--- src/sv/gefa_pkg.sv ---
// Shared types and constants for the graph edge-flip annealer.
package gefa_pkg;

  // Field widths and packing of the stream payloads
  localparam int IN_DATA_W  = 40;
  localparam int OUT_DATA_W = 16;
  localparam int REQ_W      = 2;
  localparam int VTX_W      = 7;
  localparam int ROLL_W     = 10;
  localparam int BOOK_W     = 6;
  localparam int VC_W       = 11;

  localparam int VA_LSB   = 0;
  localparam int VB_LSB   = 7;
  localparam int ROLL_LSB = 14;
  localparam int THR_LSB  = 24;

  localparam logic [BOOK_W-1:0] BOOK_RESET = 6'd2;

  // Request codes carried in s_tuser
  typedef enum logic [REQ_W-1:0] {
    REQ_CLEAR  = 2'd0,
    REQ_FORCE  = 2'd1,
    REQ_ANNEAL = 2'd2,
    REQ_NOP    = 2'd3
  } req_t;

  // Datapath operations issued by the controller
  typedef enum logic [3:0] {
    OP_IDLE,
    OP_LATCH,
    OP_CLEAR,
    OP_RD0,
    OP_RD1,
    OP_CAP,
    OP_PAIR,
    OP_DA,
    OP_DB,
    OP_DECIDE,
    OP_UA,
    OP_UB,
    OP_WRA,
    OP_WRB
  } op_t;

  typedef struct packed {
    op_t  op;
    logic ld_res;
  } cmd_t;

  typedef struct packed {
    logic is_clear;
    logic skip;
    logic k_last;
    logic clr_last;
    logic flip;
  } stat_t;

endpackage

--- src/sv/gefa_ctrl.sv ---
// Controller: sequences clearing, delta walk, flip decision and count update.
module gefa_ctrl (
  input  logic            clk,
  input  logic            rst,
  input  logic            cfg_wr_en,
  input  logic            s_tvalid,
  output logic            s_tready,
  output logic            m_tvalid,
  input  logic            m_tready,
  input  gefa_pkg::stat_t stat,
  output gefa_pkg::cmd_t  cmd
);

  typedef enum logic [4:0] {
    S_CLEAR,
    S_IDLE,
    S_CHECK,
    S_RD0,
    S_RD1,
    S_CAP,
    S_PAIR,
    S_DA,
    S_DB,
    S_DDRAIN,
    S_DECIDE,
    S_UA,
    S_UB,
    S_UDRAIN,
    S_WRA,
    S_WRB,
    S_OUT
  } state_t;

  state_t state;
  logic   report;

  assign s_tready = (state == S_IDLE) && !cfg_wr_en;

  // Issue datapath operations
  always_comb begin
    cmd.op     = gefa_pkg::OP_IDLE;
    cmd.ld_res = 1'b0;
    case (state)
      S_CLEAR:  cmd.op = gefa_pkg::OP_CLEAR;
      S_IDLE:   if (s_tvalid && s_tready) begin
        cmd.op = gefa_pkg::OP_LATCH;
      end
      S_RD0:    cmd.op = gefa_pkg::OP_RD0;
      S_RD1:    cmd.op = gefa_pkg::OP_RD1;
      S_CAP:    cmd.op = gefa_pkg::OP_CAP;
      S_PAIR:   cmd.op = gefa_pkg::OP_PAIR;
      S_DA:     cmd.op = gefa_pkg::OP_DA;
      S_DB:     cmd.op = gefa_pkg::OP_DB;
      S_DECIDE: cmd.op = gefa_pkg::OP_DECIDE;
      S_UA:     cmd.op = gefa_pkg::OP_UA;
      S_UB:     cmd.op = gefa_pkg::OP_UB;
      S_WRA:    cmd.op = gefa_pkg::OP_WRA;
      S_WRB:    cmd.op = gefa_pkg::OP_WRB;
      S_OUT:    cmd.ld_res = !m_tvalid || m_tready;
      default:  cmd.op = gefa_pkg::OP_IDLE;
    endcase
  end

  // State and output valid
  always_ff @(posedge clk) begin
    if (rst) begin
      state    <= S_CLEAR;
      report   <= 1'b0;
      m_tvalid <= 1'b0;
    end else begin
      if (cmd.ld_res) begin
        m_tvalid <= 1'b1;
      end else if (m_tready) begin
        m_tvalid <= 1'b0;
      end
      case (state)
        S_CLEAR: if (stat.clr_last) begin
          state <= report ? S_OUT : S_IDLE;
        end
        S_IDLE: begin
          if (cfg_wr_en) begin
            state  <= S_CLEAR;
            report <= 1'b0;
          end else if (s_tvalid) begin
            state <= S_CHECK;
          end
        end
        S_CHECK: begin
          if (stat.is_clear) begin
            state  <= S_CLEAR;
            report <= 1'b1;
          end else if (stat.skip) begin
            state <= S_OUT;
          end else begin
            state <= S_RD0;
          end
        end
        S_RD0:    state <= S_RD1;
        S_RD1:    state <= S_CAP;
        S_CAP:    state <= S_PAIR;
        S_PAIR:   state <= S_DA;
        S_DA:     state <= S_DB;
        S_DB:     state <= stat.k_last ? S_DDRAIN : S_DA;
        S_DDRAIN: state <= S_DECIDE;
        S_DECIDE: state <= stat.flip ? S_UA : S_OUT;
        S_UA:     state <= S_UB;
        S_UB:     state <= stat.k_last ? S_UDRAIN : S_UA;
        S_UDRAIN: state <= S_WRA;
        S_WRA:    state <= S_WRB;
        S_WRB:    state <= S_OUT;
        S_OUT: if (cmd.ld_res) begin
          state <= S_IDLE;
        end
        default:  state <= S_IDLE;
      endcase
    end
  end

endmodule

--- config.mk ---
export PLATFORM = sky130hd
export DESIGN_NAME = gefa_ctrl
export DESIGN_NICKNAME = d
export VERILOG_FILES = /design/src/sv/gefa_pkg.sv /design/src/sv/gefa_ctrl.sv
export SDC_FILE = /design/constraint.sdc
export NUM_CORES = 1
export LEC_CHECK = 0
export BUFFER_PORTS_ARGS = -buffer_cell sky130_fd_sc_hd__buf_2
export CORE_AREA = 2 2 39 41
export CTS_BUF_LIST = sky130_fd_sc_hd__clkbuf_16
export CTS_CLUSTER_DIAMETER = 40
export CTS_CLUSTER_SIZE = 30
export DETAILED_ROUTE_END_ITERATION = 6
export DIE_AREA = 0 0 41 43
export PLACE_DENSITY_LB_ADDON = 0.1
export SLEW_MARGIN = 25
export SYNTH_ARGS = -nofsm -noshare
export SYNTH_HDL_FRONTEND = slang
export SYNTH_SLANG_ARGS = --single-unit
--- constraint.sdc ---
create_clock -name clk -period 1.7 [get_ports clk]
set_input_delay 0.51 -clock clk [delete_from_list [all_inputs] [get_ports clk]]
set_output_delay 0.51 -clock clk [all_outputs]
set_load 0.01 [all_outputs]
; ---- After elaboration in Yosys (flattened, before gate mapping)
; Cells that the tools add are included.
[classes]
eq_ne = 21
muxes = 19
reduce_logical = 10
[ops]
columns = cell, count
row1 = case mux 5 bit (17 select lines), 1
row2 = case mux 4 bit (13 select lines), 1
row3 = == test 5 x 4 -> 1 bit (second input constant), 8
row4 = two-way mux 5 bit, 8
row5 = == test 5 x 3 -> 1 bit (second input constant), 4
row6 = == test 5 x 2 -> 1 bit (second input constant), 2
row7 = != test 2 bit (second input constant), 4
row8 = two-way mux 1 bit, 6
row9 = AND reduction 3 bit, 2
row10 = == test 5 x 1 -> 1 bit (second input constant), 1
row11 = == test 5 bit (second input constant), 1
row12 = zero test 5 bit, 1
row13 = two-way mux 4 bit, 1
row14 = nonzero test 2 bit, 2
row15 = two-way mux 3 bit, 1
row16 = != test 3 bit (second input constant), 1
row17 = logical AND 1 bit, 2
row18 = zero test 1 bit, 2
row19 = case mux 1 bit (2 select lines), 1
row20 = logical OR 1 bit, 1
[totals]
reg_bits = 7
in_bits = 10

; ---- Depth between registers and ports, before layout
; Gate-level depths: netlist (run 1).
[depth]
depth_word = 5
depth_mapped = 6
ltp_nobuf = 4

; ---- Least setup slack after synthesis (run 1)
; No wires, ideal clock.
[synth_timing]
kind = reg2out
start = reg state[2]
end = out cmd[1] (netlist bit)
arrival_ps = 1266
required_time_ps = 1190
path_slack_ps = -76
path_stages_with_launch = 6
n_path_buf = 1
cell_sequence = dfxtp_1 -> buf_6 -> or3_4 -> nor3_2 -> nand2_1 -> o21ai_1
[synth_rtl]
columns = element, line
row1 = from (decl), gefa_ctrl.sv:34  ; state_t state;
row2 = from (signal assigned), gefa_ctrl.sv:78  ; state <= report ? S_OUT : S_IDLE;
row3 = from (signal assigned), gefa_ctrl.sv:103  ; S_DB: state <= stat.k_last ? S_DDRAIN : S_DA;
row4 = from (signal assigned), gefa_ctrl.sv:105  ; S_DECIDE: state <= stat.flip ? S_UA : S_OUT;
row5 = to (decl), gefa_ctrl.sv:11  ; output gefa_pkg::cmd_t cmd

==> results.tsv, run 1 <==
stage	metric	value	unit
outcome	status	finished, violations left	
outcome	failing checks	setup timing	
pwr	peak supply drop	0.000522	V
setup_path	worst r2r src	state[0]$_SDFFE_PP0P_	
setup_path	Max Fanout on Critical Path	4	
pwr	PwrDens	760	nW/um2
setup_path	r2r setup slk	0.02	ns
pwr	Clock power frac	0.542	
clocking	clock buffer depth	2	
setup_path	Worst setup SP type	flop	
floorplan	die area	1760	um2
grt	first-pass GRT wire length	2.90	mm
synth	average size of a mapped cell	8.05	um2
placed_design	GPL Wtd Cong	0.802	
grt	initial antenna violation count	0	
synth	Synth cell types	41	
placed_design	Buffers on Ports	16	
floorplan	Core Region	1380	um2
pwr	Reg power frac	0.241	
floorplan	initial core utilization	0.466	
worst_hold_path	min-delay src	report$_SDFFE_PP0P_	
floorplan	Ports	17	
finish	register area	149	um2
pwr	Comb power frac	0.217	
grt	GRT overflow	0	
synth	Net Count, Synth	90	
synth	Post-synth EDFFs	0	
setup_path	Crit Path Class	reg2out	
timing	fmax	524	MHz
synth	area leader, netlist	dfxtp_1	
worst_hold_path	WHS Endpoint	report$_SDFFE_PP0P_	
timing	Final Cycle Share	1.12	
timing	worst rel slew slack	0.747	
pwr	Psw	0.000186	W
drt	DRT iter0 DRCs	10	
finish	Filler cells	115	
timing	Finish-stage setup viols	4	
setup_path	R2R depth	5	
synth	Seq cells post-synth	7	
finish	fraction of layout cells with a size suffix above 1	0.509	
setup_path	critical path data arrival time	1.40	ns
finish	P&R area growth vs syn	52.6	%
floorplan	Die Y	43	um
finish	Layout Nets	123	
clocking	clk_lat worst skew	0.24	ns
clocking	CTS buffer count	3	
timing	max-slew violation count	0	
clocking	clock sinks	7	
pwr	Sw Ratio	0.249	
synth	top-area cell type share of the netlist area	0.217	
clocking	Root Buffer	clkbuf_16	
timing	Period minus WS final	1.91	ns
finish	post-layout util	0.711	
setup_path	CP required	1.19	ns
worst_hold_path	worst hold path class	reg2reg	
setup_path	critical path endpoint category	output pin	
grt	All-Layer GR Usage	0.246	
drt	Routed WL	1.89	mm
placed_design	DP Wirelength	1.29	mm
pwr	Pleak	0.417	nW
synth	synthesized instance count	80	
setup_path	RR Endpoint	state[1]$_SDFFE_PP0P_	
finish	multi-input logic area	490	um2
finish	post-route insts no fill	128	
drt	DRC viols	0	
clocking	CTS Hold Buffers Added	0	
drt	DRT Pass-1 Iters	4	
synth	Main synth FF type	dfxtp_1	
finish	Antenna Cells	0	
placed_design	placed insts	117	
timing	Final Skew	0.00709	ns
synth	top cells by area, synth	dfxtp_1 (22%), nand2_1 (4.1%), a21oi_1 (3.9%)	
flow_run	Max Cap Viol	0	
synth	area of the mapped netlist	644	um2
synth	async set-or-reset flop fraction in the synthesized netlist	0	
grt	largest net degree at the start of global routing	13	
grt	vias in the first global route	642	
drt	vias	734	
timing	Final Hold Fails	0	
clocking	Clock Pin Slew Worst Setup and Hold Paths	0.04	ns
synth	YS warnings	0	
timing	Worst-Margin Slew	0.377	ns
timing	Setup WS post-layout	-0.209	ns
clocking	H-Tree Level Count	1	
drt	DRT antenna net count	0	
drt	drt wl/cell	14.8	um
synth	Post-synth top cells	dfxtp_1 (7), nand2_1 (7), nor2_1 (6)	
drt	DR vias/cell	5.73	
floorplan	die width	41	um
pwr	P_int	0.000561	W
synth	sequential cell area fraction in the yosys report	0.217	
worst_hold_path	Hold Path Stages	2	
floorplan	standard-cell rows	14	
timing	RSZ-0062 raised after global routing	true	
clocking	CTS tree	built	
-- state kept, by name, summed over array words and instances, names as in the netlist --
register / flops
state: 5
m_tvalid: 1
report: 1
-- worst max-delay path, stage by stage (launching register included) --
cell and delay [ns]:
dfxtp_4 0.36, or3_4 0.39, nor3_4 0.14, nand2_1 0.07, o21ai_1 0.06, buf_2 0.13
-- metrics by stage --
| stage | hold slack, ns | instance area (um2) | setup TNS [ns] | setup slack (ns) | total power [W] |
|---|---|---|---|---|---|
| after floorplan | 0.481 | 654 | -0.0188 | -0.0188 | 0.000271 |
| after global placement | 0.530 | 798 | -0.0127 | -0.0127 | 0.000318 |
| after detailed placement | 0.532 | 798 | -0.0348 | -0.0348 | 0.000319 |
| after CTS | 0.530 | 933 | -0.601 | -0.208 | 0.000726 |
| after global routing | 0.557 | 983 | -0.886 | -0.253 | 0.000760 |
| final | 0.534 | 983 | -0.677 | -0.209 | 0.000747 |
-- worst max path at each step --
| stage | startpoint | end | slack, ns | cells after the start |
|---|---|---|---|---|
| global placement | state[2]$_SDFFE_PP0P_ | cmd[1] | -0.01 | 5 |
| detailed placement | state[2]$_SDFFE_PP0P_ | cmd[1] | -0.03 | 5 |
| CTS | state[2]$_SDFFE_PP0P_ | cmd[1] | -0.21 | 5 |
| floorplan | state[2]$_SDFFE_PP0P_ | cmd[1] | -0.02 | 5 |
| global route | state[2]$_SDFFE_PP0P_ | cmd[1] | -0.25 | 5 |
| finish | state[2]$_SDFFE_PP0P_ | cmd[1] | -0.21 | 5 |
-- power groups by stage --
| stage | clock network [W] | logic [W] | registers [W] |
|---|---|---|---|
| after CTS | 0.000400 | 0.000148 | 0.000178 |
| final | 0.000405 | 0.000162 | 0.000180 |
| after global routing | 0.000403 | 0.000176 | 0.000180 |
| after floorplan | 0 | 0.0000963 | 0.000175 |
| after detailed placement | 0 | 0.000136 | 0.000183 |
| after global placement | 0 | 0.000135 | 0.000183 |
-- cells in the final DEF, fill, tap and decap left out, drive strengths merged --
cell type	n
nor4	4
a21oi	6
and2	1
and3	1
nand3b	1
mux2i	1
nor4b	2
xor2	2
a221oi	2
o211ai	1
o32ai	1
nand2	7
o21bai	1
nor2	6
buf	36
a21boi	1
dfxtp	7
a211oi	1
a21o	1
clkbuf	3
a2111oi	1
nor2b	2
o31ai	1
inv	2
and2b	1
nor3b	1
o21ai	5
a311o	1
or3	5
nand2b	4
or4	1
nor3	3
-- area by class of cell --
type / count / area share
multi-input combinational: 64 / 0.499
timing repair buffer: 36 / 0.246
clock inverter: 1 / 0.00382
clock buffer: 3 / 0.0763
sequential: 7 / 0.151
tap: 16 / 0.0204
inverter: 1 / 0.00382
-- routing by layer --
layer	wire [um]	track usage	up-vias
li1	-	-	366
met5	0	0	-
met2	884	0.359	33
met4	53	0.100	0
met3	121	0.0471	7
met1	833	0.343	328
-- cell families (layout without fill, tap and decap cells) --
kind of cell              after synthesis  in the layout  share of synthesized area
AOI/OAI and AO/OA                      22             22                      0.245
xor gates and xnor gates                2              2                     0.0272
buffers and inverters                   9             41                     0.0893
DFF                                     7              7                      0.217
muxes                                   1              1                     0.0155
and+or+nand+nor                        39             39                      0.406
-- timing repair --
action                     4_1_cts  5_1_grt
gates resized for setup          7        7
gates cloned                     0        0
pin swaps                        3        3
setup endpoints to repair        6        8
setup buffers                    5        2
No activity file was read; power rests on OpenSTA's default activity.
==> inputs of run 2 (changes only) <==
TNS_END_PERCENT = 1   (was not set)
==> run 2 against run 1 <==
Against the previous run: the run still ends with setup timing left; critical path depth stayed put; wire length shrank 5.5%; critical endpoint unchanged; clock skew shrank 0.0051 ns; global-route usage fell by 0.32 points; total power is 0.55% lower; sequential power up 3%; register-to-register slack gained 0.09 ns; first-iteration DRC count grew 40%; sequential share of layout area rose by 0.80 points.
==> results.tsv, run 2 (synthesis results as in run 1) <==
stage	metric	value	unit	change
outcome	status	finished, violations left		
outcome	failing checks	setup timing		
drt	DRT Pass-1 Iters	4		unchanged
finish	post-route insts no fill	124		-3.1%
grt	All-Layer GR Usage	0.243		-0.00324
pwr	peak supply drop	0.000374	V	-28%
placed_design	GPL Wtd Cong	0.788		-1.8%
finish	post-layout util	0.681		-0.0298
floorplan	initial core utilization	0.466		unchanged
finish	multi-input logic area	485	um2	-1.0%
floorplan	standard-cell rows	14		unchanged
setup_path	Max Fanout on Critical Path	8		+4
clocking	H-Tree Level Count	1		unchanged
setup_path	Worst setup SP type	flop		
drt	vias	712		-3.0%
setup_path	CP max-delay cell	or3_4		
clocking	Clock Pin Slew Worst Setup and Hold Paths	0.04	ns	about the same
setup_path	Crit Path Class	reg2out		
floorplan	Core Region	1380	um2	unchanged
pwr	Total Power	0.000743	W	-0.55%
timing	RSZ-0062 raised after global routing	true		
timing	Final Hold Fails	0		unchanged
timing	Worst-Margin Slew	0.407	ns	+0.0302 ns
finish	register area	150	um2	+0.84%
finish	P&R area growth vs syn	46.2	%	
finish	max reg flops	5		unchanged
drt	DRC viols	0		unchanged
drt	DR vias/cell	5.74		+0.13%
timing	Period minus WS final	1.90	ns	-0.0132 ns
setup_path	critical path endpoint category	output pin		
timing	Final Cycle Share	1.12		-0.00779
timing	Setup WS post-layout	-0.196	ns	+0.0132 ns
finish	Filler cells	114		-0.87%
setup_path	CP peak stage delay	0.39	ns	about the same
drt	Routed WL	1.79	mm	-5.5%
finish	Most flops, register	state		
placed_design	DP Wirelength	1.26	mm	-2.2%
drt	DRT iter0 DRCs	14		+4
floorplan	Die Y	43	um	unchanged
clocking	clock buffer depth	2		unchanged
placed_design	placed insts	120		+2.6%
grt	vias in the first global route	628		-2.2%
floorplan	Ports	17		unchanged
flow_run	Max Cap Viol	0		unchanged
grt	largest net degree at the start of global routing	13		unchanged
timing	worst rel slew slack	0.728		-0.0187
timing	Finish-stage setup viols	5		+1
clocking	clk_lat worst skew	0.23	ns	about the same
worst_hold_path	worst hold path class	reg2reg		
drt	DRT antenna net count	0		unchanged
clocking	CTS buffer count	3		unchanged
setup_path	critical path data arrival time	1.39	ns	about the same
pwr	Pleak	0.389	nW	-6.8%
clocking	Root Buffer	clkbuf_16		
floorplan	die area	1760	um2	unchanged
timing	Final Skew	0.00203	ns	-0.00506 ns
drt	drt wl/cell	14.4	um	-2.4%
timing	fmax	527	MHz	+0.70%
setup_path	CP required	1.19	ns	about the same
finish	most common cell after layout, fill and taps aside	buf_2		
clocking	CTS Hold Buffers Added	0		unchanged
pwr	PwrDens	789	nW/um2	+3.8%
finish	fraction of layout cells with a size suffix above 1	0.481		-0.0274
grt	first-pass GRT wire length	2.94	mm	+1.4%
grt	initial antenna violation count	0		unchanged
finish	highest-count cells in the layout ignoring fill and taps	buf_2 (16), buf_4 (15), nand2_1 (7)		
grt	GRT overflow	0		unchanged
timing	max-slew violation count	0		unchanged
setup_path	critical path's top delay family	simple AND/OR/NAND/NOR gates		
finish	Antenna Cells	0		unchanged
placed_design	Post-Place Setup Slack	0.00701	ns	+0.0418 ns
floorplan	die width	41	um	unchanged
clocking	Setup Fix Bufs, Post-CTS	0		-5
clocking	clock sinks	7		unchanged
finish	biggest regs	state x5, m_tvalid x1, report x1		
finish	Layout Nets	119		-3.3%
timing	Hold Slack	0.519	ns	-0.0144 ns
clocking	CTS tree	built		
setup_path	Buf/Inv on CP	1		unchanged
placed_design	Buffers on Ports	16		unchanged
setup_path	critical path, cell by cell	or3_4, nor3_4, nand2_1, o21ai_1, buf_2		
[run 2: cell type report]
type,instances,area share
Multi-Input combinational cell,64,0.515
Timing Repair Buffer,32,0.216
Sequential cell,7,0.159
Clock buffer,3,0.0797
Tap cell,16,0.0212
Clock inverter,1,0.00398
Inverter,1,0.00398
[run 2: per-stage QoR]
step,setup TNS (ns),area [um2]
3_5_place_dp,0,817
6_report,-0.528,942
4_1_cts,-0.542,926
2_1_floorplan,-0.0218,651
5_1_grt,-0.891,942
3_3_place_gp,0,817
[run 2: worst register-to-register path, cell delays in order, from the launching register on]
cell,delay [ns]
dfxtp_2,0.35
or3_4,0.39
buf_4,0.17
nor4_2,0.26
or4_4,0.22
o32ai_2,0.06
[run 2: per-layer routing]
layer / global-route usage / vias up / wire, um
li1: - / 354 / -
met1: 0.354 / 331 / 843
met2: 0.356 / 25 / 838
met3: 0.0471 / 2 / 89
met4: 0.0600 / 0 / 17
met5: 0 / - / 0
[run 2: power by group]
group,internal [W],switching (W),leakage (nW),total (W)
clock network,0.000307,0.0000988,0.0423,0.000406
logic,0.0000814,0.0000701,0.287,0.000152
registers,0.000171,0.0000152,0.0591,0.000186
total,0.000559,0.000184,0.389,0.000743
[run 2: worst paths after layout]
check	from	to	slack, ns	cells after the start
worst max-delay path	state[2]$_SDFFE_PP0P_	cmd[1]	-0.20	5
worst min-delay path	report$_SDFFE_PP0P_	report$_SDFFE_PP0P_	0.52	2
worst max register to register	state[2]$_SDFFE_PP0P_	state[4]$_SDFFE_PP0P_	0.11	5
worst min register to register	report$_SDFFE_PP0P_	report$_SDFFE_PP0P_	0.52	2
[run 2: timing repair]
item                                    CTS  global route
resized for setup                         9             4
pin swaps                                 1             1
gates cloned                              0             0
endpoints found under the setup margin    6             7
==> inputs of run 3 (changes only) <==
CORE_AREA = not set   (was 2 2 39 41)
CORE_MARGIN = 2   (was not set)
CORE_UTILIZATION = 40   (was not set)
DIE_AREA = not set   (was 0 0 41 43)
==> run 3 against run 2 <==
Against the previous run: the run still ends with setup timing left; clock-buffer cell count unchanged; global-route usage down 4.7 points; die area up 10%; sequential power down 4%; core utilization down 7.2 points.
==> results.tsv, run 3 (synthesis results as in run 1) <==
stage	metric	value	unit	change
clocking	clock buffer depth	2		unchanged
drt	DR vias/cell	5.56		-3.2%
setup_path	worst r2r src	state[0]$_SDFFE_PP0P_		
setup_path	CP endpoint	cmd[1]		
floorplan	die width	44.1	um	+7.6%
setup_path	R2R depth	5		unchanged
finish	fraction of layout cells with a size suffix above 1	0.454		-0.0278
pwr	P_int	0.000544	W	-2.8%
floorplan	Ports	17		unchanged
clocking	CTS buffer count	3		unchanged
clocking	clock sinks	7		unchanged
grt	initial antenna violation count	0		unchanged
timing	Worst-Margin Slew	0.425	ns	+0.0176 ns
finish	Filler cells	137		+20%
setup_path	CP max-delay cell	or3_4		
pwr	Pleak	0.381	nW	-1.9%
drt	DRT Pass-1 Iters	4		unchanged
timing	Final Cycle Share	1.12		+0.00338
pwr	Reg power frac	0.252		+0.002
floorplan	initial core utilization	0.428		-0.0379
finish	most common cell after layout, fill and taps aside	buf_2		
outcome	status	finished, violations left		
clocking	Clock Pin Slew Worst Setup and Hold Paths	0.03	ns	about the same
clocking	Setup Fix Bufs, Post-CTS	0		unchanged
clocking	CTS tree	built		
finish	Most flops, register	state		
finish	P&R area growth vs syn	42.3	%	
timing	Final Hold Fails	0		unchanged
finish	Final Cell Area	917	um2	-2.7%
drt	vias	689		-3.2%
timing	Final Skew	0.00133	ns	-0.000701 ns
drt	DRT iter0 DRCs	12		-2
drt	DRT antenna net count	0		unchanged
finish	max reg flops	5		unchanged
pwr	Psw	0.000164	W	-11%
pwr	Comb power frac	0.197		-0.007
grt	vias in the first global route	617		-1.8%
setup_path	r2r setup slk	0.12	ns	about the same
grt	largest net degree at the start of global routing	13		unchanged
timing	RSZ-0062 raised after global routing	true		
finish	Layout Nets	119		unchanged
setup_path	RR Endpoint	state[0]$_SDFFE_PP0P_		
grt	first-pass GRT wire length	2.78	mm	-5.4%
grt	All-Layer GR Usage	0.196		-0.0470
finish	Antenna Cells	0		unchanged
setup_path	CP peak stage delay	0.39	ns	about the same
setup_path	critical path, cell by cell	or3_4, nor3_4, nand2_1, o21ai_1, buf_2		
drt	Routed WL	1.62	mm	-9.6%
floorplan	Die Y	44.1	um	+2.6%
setup_path	critical path data arrival time	1.39	ns	about the same
clocking	clk_lat worst skew	0.23	ns	about the same
timing	fmax	526	MHz	-0.30%
finish	post-layout util	0.609		-0.0720
floorplan	die area	1950	um2	+10%
floorplan	Core Region	1510	um2	+8.9%
placed_design	Buffers on Ports	16		unchanged
setup_path	Critical Path Start	state[2]$_SDFFE_PP0P_		
setup_path	Crit Path Class	reg2out		
clocking	CTS Hold Buffers Added	0		unchanged
flow_run	Max Cap Viol	0		unchanged
clocking	H-Tree Level Count	1		unchanged
outcome	failing checks	setup timing		
pwr	Clock power frac	0.551		+0.005
placed_design	GPL Wtd Cong	0.788		about the same
pwr	Sw Ratio	0.231		-0.0163
drt	DRC viols	0		unchanged
floorplan	standard-cell rows	14		unchanged
worst_hold_path	worst hold path class	reg2reg		
setup_path	Max Fanout on Critical Path	8		unchanged
placed_design	Post-Place Setup Slack	-0.00112	ns	-0.00813 ns
pwr	peak supply drop	0.000714	V	+91%
timing	Finish-stage setup viols	4		-1
setup_path	critical path endpoint category	output pin		
placed_design	Placed Area	817	um2	unchanged
timing	max-slew violation count	0		unchanged
timing	Period minus WS final	1.90	ns	+0.00575 ns
pwr	PwrDens	771	nW/um2	-2.2%
setup_path	CP required	1.19	ns	about the same
finish	highest-count cells in the layout ignoring fill and taps	buf_2 (16), buf_4 (15), nand2_1 (7)		
timing	worst rel slew slack	0.716		-0.0117
drt	drt wl/cell	13.0	um	-9.6%
finish	biggest regs	state x5, m_tvalid x1, report x1		
timing	Setup WS post-layout	-0.202	ns	-0.00575 ns
setup_path	Worst setup SP type	flop		
grt	GRT overflow	0		unchanged
placed_design	DP Wirelength	1.28	mm	+1.8%
clocking	Root Buffer	clkbuf_16		
## run 3: cell type report
type                    instances  area [um2]  share of cell area
clock buffers                   3        75.1              0.0819
clock inverters                 1        3.75             0.00409
inverters                       1        3.75             0.00409
multi-input cells              64         462               0.503
flip-flops and latches          7         149               0.162
well taps                      16        20.0              0.0218
repair buffers                 32         204               0.222
## run 3: how the worst min path moves through the flow
stage                                   start  cells after the start                  end
after floorplan           report$_SDFFE_PP0P_                      2  report$_SDFFE_PP0P_
after global placement    report$_SDFFE_PP0P_                      2  report$_SDFFE_PP0P_
after detailed placement  report$_SDFFE_PP0P_                      2  report$_SDFFE_PP0P_
after CTS                 report$_SDFFE_PP0P_                      2  report$_SDFFE_PP0P_
after global routing                      rst                      2  report$_SDFFE_PP0P_
final                     report$_SDFFE_PP0P_                      2  report$_SDFFE_PP0P_
## run 3: worst max-delay path: cells and delay by family (launching register included)
family	cells	cell delay [ns]
flops	1	0.36
buf+inv	1	0.14
compound gates	1	0.07
simple gates	3	0.60
## run 3: power groups by stage
| stage | Clock, W | Combinational, W | Sequential (W) |
|---|---|---|---|
| floorplan | 0 | 0.0000941 | 0.000175 |
| global placement | 0 | 0.000136 | 0.000182 |
| detailed placement | 0 | 0.000136 | 0.000182 |
| CTS | 0.000397 | 0.000136 | 0.000180 |
| global route | 0.000405 | 0.000153 | 0.000180 |
| finish | 0.000390 | 0.000139 | 0.000178 |
## run 3: through the flow
stage	setup TNS (ns)	power, W	hold WS (ns)	std cells
2_1_floorplan	-0.0218	0.000269	0.481	80
3_3_place_gp	0	0.000318	0.517	120
3_5_place_dp	-0.00112	0.000318	0.513	120
4_1_cts	-0.636	0.000714	0.518	124
5_1_grt	-0.863	0.000738	0.575	124
6_report	-0.538	0.000707	0.515	124
## run 3: per-layer routing
layer	track usage	wire, um	vias up
met4	0.0364	11	0
li1	-	-	350
met3	0.0612	63	2
met5	0	0	-
met2	0.329	827	16
met1	0.249	714	321
## run 3: repair_timing
item,CTS,global route
hold endpoints to repair,0,0
setup endpoints to repair,6,7
resized for setup,3,5
pin swaps,0,1
